==> src/hw/rtl/scp_pkg.sv <==
// shared types and constants for the second-chance page replacer
`timescale 1ns / 1ps

package scp_pkg;

    localparam int NUM_FRAMES_DEF = 16;
    localparam int PAGE_BITS_DEF  = 16;
    localparam int CFG_W          = 5;
    localparam int CNT_W          = 32;

    localparam logic [CFG_W-1:0] FIU_RESET = 5'd16;

    // commands broadcast to every cell
    typedef struct packed {
        logic clear_all;
        logic hit_set;
        logic fill_wr;
        logic sweep_step;
        logic evict;
    } t_cell_cmd;

    typedef enum logic [3:0] {
        S_IDLE   = 4'b0001,
        S_SEARCH = 4'b0010,
        S_SWEEP  = 4'b0100,
        S_EMIT   = 4'b1000
    } t_state;

endpackage

==> src/hw/rtl/scp_cell.sv <==
// one page frame of the replacer chain: tag, reference bit and hand token
`timescale 1ns / 1ps

module scp_cell import scp_pkg::*; #(
    parameter int IDX        = 0,
    parameter int NUM_FRAMES = NUM_FRAMES_DEF,
    parameter int PAGE_BITS  = PAGE_BITS_DEF,
    parameter int CAP_W      = $clog2(NUM_FRAMES + 1),
    parameter int IDX_W      = (NUM_FRAMES > 1) ? $clog2(NUM_FRAMES) : 1
) (
    input  logic                 i_clk,
    input  logic                 i_rst_n,
    input  t_cell_cmd            i_cmd,
    input  logic [PAGE_BITS-1:0] i_page,
    input  logic [CAP_W-1:0]     i_fill,
    input  logic [IDX_W-1:0]     i_last,
    input  logic                 i_tok_prev,
    output logic                 o_tok_next,
    output logic                 o_tok_wrap,
    output logic                 o_tok,
    output logic                 o_ref,
    output logic [PAGE_BITS-1:0] o_tag,
    output logic                 o_match
);

    localparam logic [CAP_W-1:0] MY_POS = CAP_W'(IDX);
    localparam logic [IDX_W-1:0] MY_IDX = IDX_W'(IDX);

    logic [PAGE_BITS-1:0] r_tag, n_tag;
    logic                 r_ref, n_ref;
    logic                 r_tok, n_tok;
    logic                 w_is_last, w_fill_here;

    assign w_is_last   = (MY_IDX == i_last);
    assign w_fill_here = i_cmd.fill_wr && (MY_POS == i_fill);

    always_comb begin
        n_tag = r_tag;
        n_ref = r_ref;
        n_tok = r_tok;
        if (i_cmd.clear_all) begin
            n_ref = 1'b0;
            n_tok = (IDX == 0);
        end else begin
            if (i_cmd.hit_set && o_match) begin
                n_ref = 1'b1;
            end
            if (w_fill_here) begin
                n_tag = i_page;
                n_ref = 1'b0;
            end
            if (i_cmd.sweep_step) begin
                // token cell loses its second chance or gets the new page
                if (r_tok) begin
                    n_ref = 1'b0;
                    if (i_cmd.evict) begin
                        n_tag = i_page;
                    end
                end
                n_tok = i_tok_prev;
            end
        end
    end

    always_ff @(posedge i_clk) begin
        if (!i_rst_n) begin
            r_ref <= 1'b0;
            r_tok <= (IDX == 0);
        end else begin
            r_ref <= n_ref;
            r_tok <= n_tok;
        end
    end

    always_ff @(posedge i_clk) begin
        r_tag <= n_tag;
    end

    assign o_match    = (MY_POS < i_fill) && (r_tag == i_page);
    assign o_tok_next = r_tok && !w_is_last;
    assign o_tok_wrap = r_tok && w_is_last;
    assign o_tok      = r_tok;
    assign o_ref      = r_ref;
    assign o_tag      = r_tag;

endmodule

==> src/hw/rtl/second_chance_page_replacer_unit.sv <==
// top level of the second-chance (clock) page replacer
// a hit or a fill of a free frame goes from S_SEARCH through S_EMIT into the result register
// a miss on a full set sweeps in S_SWEEP first, clearing reference bits until an unreferenced
//   frame is evicted; the token moves one cell per cycle along the chain
// throughput: one request in flight; the next is taken while a result waits in the output
// reset (synchronous, active low): frames empty, hand at frame 0, counters zero, capacity 16
`timescale 1ns / 1ps

module second_chance_page_replacer_unit import scp_pkg::*; #(
    parameter int NUM_FRAMES = NUM_FRAMES_DEF,
    parameter int PAGE_BITS  = PAGE_BITS_DEF
) (
    input  logic                 i_clk,
    input  logic                 i_rst_n,
    // request channel
    input  logic                 i_valid,
    output logic                 o_stall,
    input  logic [PAGE_BITS-1:0] i_page,
    // result channel
    output logic                 o_valid,
    input  logic                 i_stall,
    output logic                 o_hit,
    output logic                 o_evicted_valid,
    output logic [PAGE_BITS-1:0] o_evicted_page,
    output logic [CNT_W-1:0]     o_hit_total,
    output logic [CNT_W-1:0]     o_miss_total,
    // configuration: frames_in_use
    input  logic                 i_cfg_valid,
    output logic                 o_cfg_ready,
    input  logic [CFG_W-1:0]     i_cfg_data
);

    localparam int CAP_W = $clog2(NUM_FRAMES + 1);
    localparam int IDX_W = (NUM_FRAMES > 1) ? $clog2(NUM_FRAMES) : 1;
    localparam int CW    = (CAP_W > CFG_W) ? CAP_W : CFG_W;

    localparam logic [CW-1:0]    MAXF    = CW'(NUM_FRAMES);
    localparam logic [CNT_W-1:0] CNT_MAX = '1;

    // control state
    t_state               r_state, n_state;
    logic [CFG_W-1:0]     r_fiu;
    logic [CAP_W-1:0]     r_fill;
    logic [CNT_W-1:0]     r_hit_cnt, r_miss_cnt;
    logic                 r_out_valid;

    // request and pending result
    logic [PAGE_BITS-1:0] r_page;
    logic                 r_res_hit, r_res_ev;
    logic [PAGE_BITS-1:0] r_res_evp;

    // output payload
    logic                 r_o_hit, r_o_ev;
    logic [PAGE_BITS-1:0] r_o_evp;
    logic [CNT_W-1:0]     r_o_hit_tot, r_o_miss_tot;

    // effective capacity: zero acts as one, clipped at the built frame count
    logic [CW-1:0]        w_fiu_ext, w_cap_wide;
    logic [CAP_W-1:0]     w_cap;
    logic [IDX_W-1:0]     w_last;

    assign w_fiu_ext  = CW'(r_fiu);
    assign w_cap_wide = (w_fiu_ext == '0) ? CW'(1) :
                        ((w_fiu_ext > MAXF) ? MAXF : w_fiu_ext);
    assign w_cap      = CAP_W'(w_cap_wide);
    assign w_last     = IDX_W'(w_cap_wide - CW'(1));

    // handshakes
    logic w_in_acc, w_cfg_acc, w_out_take, w_out_free;

    assign o_stall     = (r_state != S_IDLE);
    assign o_cfg_ready = (r_state == S_IDLE);
    assign w_in_acc    = i_valid && !o_stall;
    assign w_cfg_acc   = i_cfg_valid && o_cfg_ready;
    assign w_out_take  = r_out_valid && !i_stall;
    assign w_out_free  = !r_out_valid || w_out_take;

    // cell chain
    t_cell_cmd            w_cmd;
    logic [NUM_FRAMES-1:0] w_tok, w_ref, w_match, w_tok_next, w_tok_wrap;
    logic [PAGE_BITS-1:0] w_tag [NUM_FRAMES];
    logic                 w_wrap_any;

    assign w_wrap_any = |w_tok_wrap;

    for (genvar g = 0; g < NUM_FRAMES; g++) begin : g_cell
        logic w_prev;
        if (g == 0) begin : g_head
            assign w_prev = w_wrap_any;
        end else begin : g_body
            assign w_prev = w_tok_next[g-1];
        end
        scp_cell #(
            .IDX        (g),
            .NUM_FRAMES (NUM_FRAMES),
            .PAGE_BITS  (PAGE_BITS),
            .CAP_W      (CAP_W),
            .IDX_W      (IDX_W)
        ) u_cell (
            .i_clk      (i_clk),
            .i_rst_n    (i_rst_n),
            .i_cmd      (w_cmd),
            .i_page     (r_page),
            .i_fill     (r_fill),
            .i_last     (w_last),
            .i_tok_prev (w_prev),
            .o_tok_next (w_tok_next[g]),
            .o_tok_wrap (w_tok_wrap[g]),
            .o_tok      (w_tok[g]),
            .o_ref      (w_ref[g]),
            .o_tag      (w_tag[g]),
            .o_match    (w_match[g])
        );
    end

    // what sits under the clock hand
    logic                 w_hit, w_tok_ref;
    logic [PAGE_BITS-1:0] w_tok_tag;

    assign w_hit     = |w_match;
    assign w_tok_ref = |(w_tok & w_ref);

    always_comb begin
        w_tok_tag = '0;
        for (int k = 0; k < NUM_FRAMES; k++) begin
            w_tok_tag = w_tok_tag | (w_tag[k] & {PAGE_BITS{w_tok[k]}});
        end
    end

    // sequencer
    always_comb begin
        n_state          = r_state;
        w_cmd            = '0;
        w_cmd.clear_all  = w_cfg_acc;
        case (r_state)
            S_IDLE: begin
                if (w_in_acc) begin
                    n_state = S_SEARCH;
                end
            end
            S_SEARCH: begin
                if (w_hit) begin
                    w_cmd.hit_set = 1'b1;
                    n_state       = S_EMIT;
                end else if (r_fill < w_cap) begin
                    w_cmd.fill_wr = 1'b1;
                    n_state       = S_EMIT;
                end else begin
                    n_state = S_SWEEP;
                end
            end
            S_SWEEP: begin
                w_cmd.sweep_step = 1'b1;
                w_cmd.evict      = !w_tok_ref;
                if (!w_tok_ref) begin
                    n_state = S_EMIT;
                end
            end
            S_EMIT: begin
                if (w_out_free) begin
                    n_state = S_IDLE;
                end
            end
            default: begin
                n_state = S_IDLE;
            end
        endcase
    end

    always_ff @(posedge i_clk) begin
        if (!i_rst_n) begin
            r_state     <= S_IDLE;
            r_fiu       <= FIU_RESET;
            r_fill      <= '0;
            r_hit_cnt   <= '0;
            r_miss_cnt  <= '0;
            r_out_valid <= 1'b0;
        end else begin
            r_state <= n_state;
            if (w_cfg_acc) begin
                r_fiu  <= i_cfg_data;
                r_fill <= '0;
            end
            if (r_state == S_SEARCH) begin
                if (w_hit) begin
                    if (r_hit_cnt != CNT_MAX) begin
                        r_hit_cnt <= r_hit_cnt + CNT_W'(1);
                    end
                end else begin
                    if (r_miss_cnt != CNT_MAX) begin
                        r_miss_cnt <= r_miss_cnt + CNT_W'(1);
                    end
                    if (r_fill < w_cap) begin
                        r_fill <= r_fill + CAP_W'(1);
                    end
                end
            end
            if ((r_state == S_EMIT) && w_out_free) begin
                r_out_valid <= 1'b1;
            end else if (w_out_take) begin
                r_out_valid <= 1'b0;
            end
        end
    end

    // payload registers
    always_ff @(posedge i_clk) begin
        if (w_in_acc) begin
            r_page <= i_page;
        end
        if (r_state == S_SEARCH) begin
            r_res_hit <= w_hit;
            r_res_ev  <= 1'b0;
            r_res_evp <= '0;
        end
        if ((r_state == S_SWEEP) && !w_tok_ref) begin
            r_res_ev  <= 1'b1;
            r_res_evp <= w_tok_tag;
        end
        if ((r_state == S_EMIT) && w_out_free) begin
            r_o_hit      <= r_res_hit;
            r_o_ev       <= r_res_ev;
            r_o_evp      <= r_res_evp;
            r_o_hit_tot  <= r_hit_cnt;
            r_o_miss_tot <= r_miss_cnt;
        end
    end

    assign o_valid         = r_out_valid;
    assign o_hit           = r_o_hit;
    assign o_evicted_valid = r_o_ev;
    assign o_evicted_page  = r_o_evp;
    assign o_hit_total     = r_o_hit_tot;
    assign o_miss_total    = r_o_miss_tot;

    // exactly one cell holds the clock hand
    a_tok_onehot: assert property (@(posedge i_clk) disable iff (!i_rst_n)
        $onehot(w_tok))
        else $error("clock hand token not one-hot");

    // never more filled frames than the capacity allows
    a_fill_cap: assert property (@(posedge i_clk) disable iff (!i_rst_n)
        r_fill <= w_cap)
        else $error("fill count beyond capacity");

    // a sweep only runs on a full frame set
    a_sweep_full: assert property (@(posedge i_clk) disable iff (!i_rst_n)
        (r_state == S_SWEEP) |-> (r_fill == w_cap))
        else $error("sweep with free frames left");

    // a hit never reports an eviction
    a_hit_no_evict: assert property (@(posedge i_clk) disable iff (!i_rst_n)
        $rose(r_out_valid) && r_o_hit |-> !r_o_ev)
        else $error("hit result carries an eviction");

endmodule

==> config.mk <==
export PLATFORM = sky130hd
export DESIGN_NAME = second_chance_page_replacer_unit
export DESIGN_NICKNAME = d
export VERILOG_FILES = /design/src/hw/rtl/scp_pkg.sv /design/src/hw/rtl/scp_cell.sv /design/src/hw/rtl/second_chance_page_replacer_unit.sv
export SDC_FILE = /design/constraint.sdc
export NUM_CORES = 1
export LEC_CHECK = 0
export BUFFER_PORTS_ARGS = -buffer_cell sky130_fd_sc_hd__buf_4
export CORE_ASPECT_RATIO = 1.5
export CORE_UTILIZATION = 41
export CTS_BUF_LIST = sky130_fd_sc_hd__clkbuf_2
export CTS_CLUSTER_SIZE = 14
export DETAILED_ROUTE_END_ITERATION = 8
export PLACE_DENSITY_LB_ADDON = 0.08
export SKIP_CTS_REPAIR_TIMING = 1
export SYNTH_ARGS = -nofsm -noshare
export SYNTH_HDL_FRONTEND = slang
export SYNTH_SLANG_ARGS = --single-unit
==> constraint.sdc <==
create_clock -name i_clk -period 24.2 [get_ports i_clk]
set_input_delay 3.63 -clock i_clk [delete_from_list [all_inputs] [get_ports i_clk]]
set_output_delay 3.63 -clock i_clk [all_outputs]
set_load 0.01 [all_outputs]
# Word-level counts from Yosys, hierarchy flattened
# Index checks and enable logic that the tools add are counted.
[word_totals] register_bits=483 inputBits=26 out_inout_bits=85 word_cells=440
[classes] addsub=4 magnitude_cmp=18 n_eq_ne=56 n_mux=149 bitwise=34 reduce_logical=116
[ops] op="2-to-1 mux 16 bit" count=66
[ops] op="AND 16 bit" count=17
[ops] op="== test 16 bit" count=16
[ops] op="bitwise OR 16 bit" count=15
[ops] op="logical AND 1 bit" count=84
[ops] op="2-to-1 mux 1 bit" count=69
[ops] op="adder 32 x 1 -> 32 bit (second input constant)" count=2
[ops] op="!= test 32 bit (second input constant)" count=2
[ops] op="OR reduction 16 bit" count=3
[ops] op="== test 4 x 5 -> 1 bit (first input constant)" count=8
[ops] op="< comparator 4 x 5 -> 1 bit (first input constant)" count=8
[ops] op="== test 4 bit (first input constant)" count=8
[ops] op="2-to-1 mux 5 bit" count=6
[ops] op="== test 3 x 5 -> 1 bit (first input constant)" count=4
[ops] op="< comparator 3 x 5 -> 1 bit (first input constant)" count=4
[ops] op="2-to-1 mux 4 bit" count=5
[ops] op="zero test 1 bit" count=19
[ops] op="== test 3 x 4 -> 1 bit (first input constant)" count=4
[ops] op="one-hot mux 4 bit (4 select lines)" count=1
[ops] op="== test 2 x 5 -> 1 bit (first input constant)" count=2
[ops] op="zero test 5 bit" count=2
[ops] op="< comparator 1 x 5 -> 1 bit (first input constant)" count=2
[ops] op="< comparator 2 x 5 -> 1 bit (first input constant)" count=2
[ops] op="AND reduction 3 bit" count=3
[ops] op="20 further kinds" count=25

# Depth between registers and ports, before layout
[depth] depth_word=17 mapped_depth=17 depth_no_buf=10

# Hierarchy
# Synthesis repeated with hierarchy kept, for this count alone.
[hier_totals] cells_unflattened=2064 area_unflattened_um2=25937.4
[by_module_without_submodules] module="second_chance_page_replacer_unit" n_inst=1 cells_each=839 area_per_inst_um2=9165.0 seq_area_each_um2=5054.8
[by_module_without_submodules] module="scp_cell (g_cell[0].u_cell ...)" n_inst=2 cells_each=76 area_per_inst_um2=1049.8 seq_area_each_um2=520.5
[by_module_without_submodules] module="scp_cell (g_cell[10].u_cell)" n_inst=1 cells_each=77 area_per_inst_um2=1091.0 seq_area_each_um2=520.5
[by_module_without_submodules] module="scp_cell (g_cell[6].u_cell)" n_inst=1 cells_each=80 area_per_inst_um2=1078.5 seq_area_each_um2=520.5
[by_module_without_submodules] module="scp_cell (g_cell[12].u_cell)" n_inst=1 cells_each=78 area_per_inst_um2=1076.0 seq_area_each_um2=520.5
[by_module_without_submodules] module="scp_cell (g_cell[13].u_cell)" n_inst=1 cells_each=76 area_per_inst_um2=1071.0 seq_area_each_um2=520.5
[by_module_without_submodules] module="scp_cell (g_cell[4].u_cell)" n_inst=1 cells_each=76 area_per_inst_um2=1067.3 seq_area_each_um2=520.5
[by_module_without_submodules] module="scp_cell (g_cell[8].u_cell)" n_inst=1 cells_each=74 area_per_inst_um2=1063.5 seq_area_each_um2=520.5
[by_module_without_submodules] module="scp_cell (g_cell[14].u_cell)" n_inst=1 cells_each=77 area_per_inst_um2=1061.0 seq_area_each_um2=520.5
[by_module_without_submodules] module="scp_cell (g_cell[2].u_cell)" n_inst=1 cells_each=75 area_per_inst_um2=1057.3 seq_area_each_um2=520.5
[by_module_without_submodules] module="scp_cell (g_cell[3].u_cell)" n_inst=1 cells_each=73 area_per_inst_um2=1039.7 seq_area_each_um2=520.5
[by_module_without_submodules] module="scp_cell (g_cell[1].u_cell)" n_inst=1 cells_each=71 area_per_inst_um2=1036.0 seq_area_each_um2=520.5
[by_module_without_submodules] module="scp_cell (g_cell[7].u_cell)" n_inst=1 cells_each=81 area_per_inst_um2=1021.0 seq_area_each_um2=520.5
[by_module_without_submodules] module="scp_cell (g_cell[9].u_cell)" n_inst=1 cells_each=78 area_per_inst_um2=1009.7 seq_area_each_um2=520.5
[by_module_without_submodules] module="2 more rows"

# Least setup slack after synthesis
# Ideal clock, no wire load.
[synth_path] path_type="input-to-reg" startpoint="input i_cfg_valid" endpoint="register g_cell[0].u_cell.r_tok" setup_time_ns=0.506 t_arrival_ns=11.276 required_time_ns=23.694 setup_slack_ns=12.418 path_stages=3 n_path_buf=1 path_cell_list="nand2_1 > buf_1 > o2111ai_1"
[synth_between] elab_chain_cells=2
[synth_lines] item="start, declared" line_no="second_chance_page_replacer_unit.sv:28" rtl="input logic i_cfg_valid,"
[synth_lines] item="logical AND 1 bit" line_no="second_chance_page_replacer_unit.sv:74" rtl="assign w_cfg_acc = i_cfg_valid && o_cfg_ready;"
[synth_lines] item="OR reduction 2 bit (no line)"
[synth_lines] item="end signal, assigned" line_no="scp_cell.sv:68" rtl="r_tok <= (IDX == 0);"
[synth_lines] item="end signal, assigned" line_no="scp_cell.sv:71" rtl="r_tok <= n_tok;"
[synth_lines] item="end, declared" line_no="scp_cell.sv:31" rtl="logic r_tok, n_tok;"
# No other way between the ends.
# A chain may end at the register's enable or synchronous reset.

# Final worst setup path
[layout_path] startpoint="register r_state[3]" endpoint="output o_cfg_ready"
[layout_between] elab_chain_cells=1
[layout_lines] item="start, declared" line_no="second_chance_page_replacer_unit.sv:41" rtl="t_state r_state, n_state;"
[layout_lines] item="start signal, assigned" line_no="second_chance_page_replacer_unit.sv:179" rtl="r_state <= n_state;"
[layout_lines] item="== test 4 x 1 -> 1 bit" line_no="second_chance_page_replacer_unit.sv:72" rtl="assign o_cfg_ready = (r_state == S_IDLE);"
[layout_lines] item="end, declared" line_no="second_chance_page_replacer_unit.sv:29" rtl="output logic o_cfg_ready,"
# No other way between the ends.

==> run summary <==
hold path start -> r_res_evp[15]$_SDFFCE_PN0P_
RSZ-0062 raised after global routing -> no
cts bufs inserted -> 119
Setup violations, final -> 0
initial antenna violation count -> 1
Min-Delay Path Class -> flip-flop to flip-flop
core region area -> 61200 um^2
highest net fanout along the worst path -> 10
max_slew headroom -> 18.1%
PwrDens -> 72.0 nW/um^2
num ports -> 111
Worst setup startpoint -> r_state[3]$_SDFFE_PN0P_
status -> complete, no violations
clock sink total -> 483
routed length per placed instance -> 28.7 um
DRC viols -> 0
CTS tree -> yes
vias in the first global route -> 18820
most common cell after layout, fill and taps aside -> edfxtp_1
Worst EP arrival -> 2520 ps
worst-margin pin slew -> 1220 ps
critical-path cell list -> nor2_1 -> nand3b_1 -> clkinv_1 -> buf_4
crit-path leading delay family -> buffers and inverters
Synth Instances -> 2114
Clk pin slew, worst setup/hold paths -> 110 ps
startpoint types -> flip-flop
leakage power total -> 9.63 nW
CTS H-tree depth -> 3
I/O Buffers -> 110
non-filler cells, final -> 3108
crit-path max cell delay -> 390 ps
setup TNS -> 0 ps
clk buf depth -> 3
Worst Path Class, Setup -> flip-flop to output port
yosys warns -> 0
required time of the critical path -> 20570 ps
Synth cell types -> 74
first-pass GRT wire length -> 130000 um
syn_area_per_cell -> 12.0 um^2
reg2reg start -> r_fill[2]$_SDFF_PN0_
share of post-route cells with drive strength above 1 -> 26.5%
Detailed Place HPWL -> 60800 um
Final Critical Period -> 6150 ps
Final Skew -> 81.1 ps
clock latency on the worst-skew pair -> 1260 ps
Slowest cell on crit path -> dfxtp_1
global-route total usage across every layer -> 28.5%
most frequent cells in the layout -> edfxtp_1 (371), mux2_2 (216), clkbuf_2 (173)
asr flop ratio synth -> 0%
Worst Setup End Kind -> output port
global route overflow -> 0
placed cells -> 2890
Vias per Instance -> 6.11
Fin. Hold Viols -> 0
drt initial violations -> 1976
largest net degree at the start of global routing -> 83
Total Wirelength -> 89200 um
EDFF count, synth -> 371
Die H -> 307 um
syn_nets -> 2149
routability cong. -> 0.932
Achievable Freq -> 0.163 GHz
total die area -> 63100 um^2
Main synth FF type -> edfxtp_1
Total Power -> 2.01 mW
Clk Tree Root Cell -> clkbuf_2
Final Cell Area -> 27900 um^2
Post-Syn Area -> 25400 um^2
Final ANT Viol Nets -> 0
Nets -> 2255
Layout area overhead -> 9.58%
Initial Utilization -> 41.5%
Yosys reg bits -> 483
Tcrit/Tclk final -> 25.4%
sequential element share of the synthesized area -> 52.6%
maximum vdd drop -> 34.9 uV
Rows -> 111
vias -> 18999
Die X-Extent -> 205 um
DR pass1 iterations -> 6
CP Buf/Inv Count -> 2
Post-DP Area -> 26800 um^2
Slew Viols, Final -> 0
maxcap violations -> 0
-- final timing paths --
path | to | slack (ps) | cells after the start
worst max-delay path | o_cfg_ready | 18050 | 4
worst min-delay path | o_evicted_page[15]$_DFFE_PP_ | 420 | 0
worst max register to register | g_cell[5].u_cell.o_tag[13]$_DFFE_PN_ | 19210 | 10
worst min register to register | o_evicted_page[15]$_DFFE_PP_ | 420 | 0
-- cell families (layout without fill, tap and decap cells) --
logic type                 count (synthesis)  after routing  synth area share (%)
adders and majority gates                  9              9                 0.443
muxes                                    274            274                  12.5
and+or+nand+nor                          516            516                  11.1
buffers and inverters                    202            404                  3.78
DFF                                      483            483                  52.6
other                                      0              1                     0
AOI/OAI and AO/OA                        354            354                  10.1
xor gates and xnor gates                 276            276                  9.50
-- cell usage after synthesis, types with 6 or more instances --
library cell	instances	area, um^2
a21oi_1	66	330
nand2b_1	18	113
mux2_2	216	2430
inv_1	26	97.6
o211ai_1	15	113
dfxtp_1	112	2240
nor4_1	55	344
o21ai_0	30	150
a22oi_1	39	293
buf_6	12	135
xor2_1	142	1240
nor3_1	32	160
nor4bb_1	7	70.1
a32o_1	7	70.1
a31oi_1	31	194
a221oi_1	51	447
a21o_1	6	45.0
or4_1	11	82.6
nand4_1	55	344
xnor2_1	134	1170
edfxtp_1	371	11100
mux2i_1	18	180
and2_1	12	75.1
mux2_4	30	450
a22o_1	57	499
o31ai_1	7	52.6
or3_1	10	62.6
nor2b_1	7	43.8
buf_2	57	285
nor2_1	66	248
clkbuf_1	88	330
a31o_2	8	70.1
mux2_1	10	113
buf_1	11	41.3
nor4b_1	8	70.1
nand3b_1	9	67.6
and3_1	40	250
nand3_1	62	310
nand2_1	104	390
ha_1	9	113
-- sequential cells by signal (all words and copies together) (netlist names) --
name and flops:
g_cell.u_cell.o_ref 16, r_fill 5, o_hit 1, r_page 16, r_miss_cnt 32, o_miss_total 32
g_cell.u_cell.o_tok 16, o_hit_total 32, o_evicted_valid 1, r_res_hit 1, r_res_evp 16, r_fiu 5
g_cell.u_cell.o_tag 256, r_state 4, r_res_ev 1, o_evicted_page 16, r_hit_cnt 32, o_valid 1
-- final cells by class --
cell class	count	area [um^2]
tap	791	990
clock buffer	173	866
clock inverter	44	200
timing repair buffer	160	1200
fill	5754	33400
sequential	483	13400
multi-input combinational	1429	11100
inverter	27	101
antenna	1	2.50
-- worst reg2reg max path: stages (launching register included) --
cell,delay (ps)
dfxtp_1,840
and2_1,550
a21boi_0,570
o21ai_0,120
or4_1,570
o2111a_1,220
and3_1,170
buf_4,210
and3_4,310
a32o_1,670
mux2_1,490
-- per-stage QoR --
| stage | util, % | hold WS (ps) | worst slack (ps) |
|---|---|---|---|
| final | 45.5 | 419 | 18050 |
| after global routing | 45.5 | 435 | 17860 |
| after CTS | 45.5 | 420 | 17870 |
| after detailed placement | 43.8 | 407 | 17490 |
| after global placement | 43.8 | 404 | 17530 |
| after floorplan | - | 400 | 12420 |
-- routing by layer --
layer / vias to the layer above / wire length (um) / track usage [%]
li1: 8340 / - / -
met3: 259 / 5880 / 4.03
met1: 9490 / 32600 / 32.8
met5: - / 0 / 0
met2: 910 / 43500 / 47.6
met4: 0 / 7300 / 22.1
-- report_power, final --
group / internal (mW) / switching, mW
clock: 0.203 / 0.349
sequential: 1.01 / 0.109
combinational: 0.144 / 0.189
total: 1.36 / 0.647
Power figures use the tool's default switching activity.
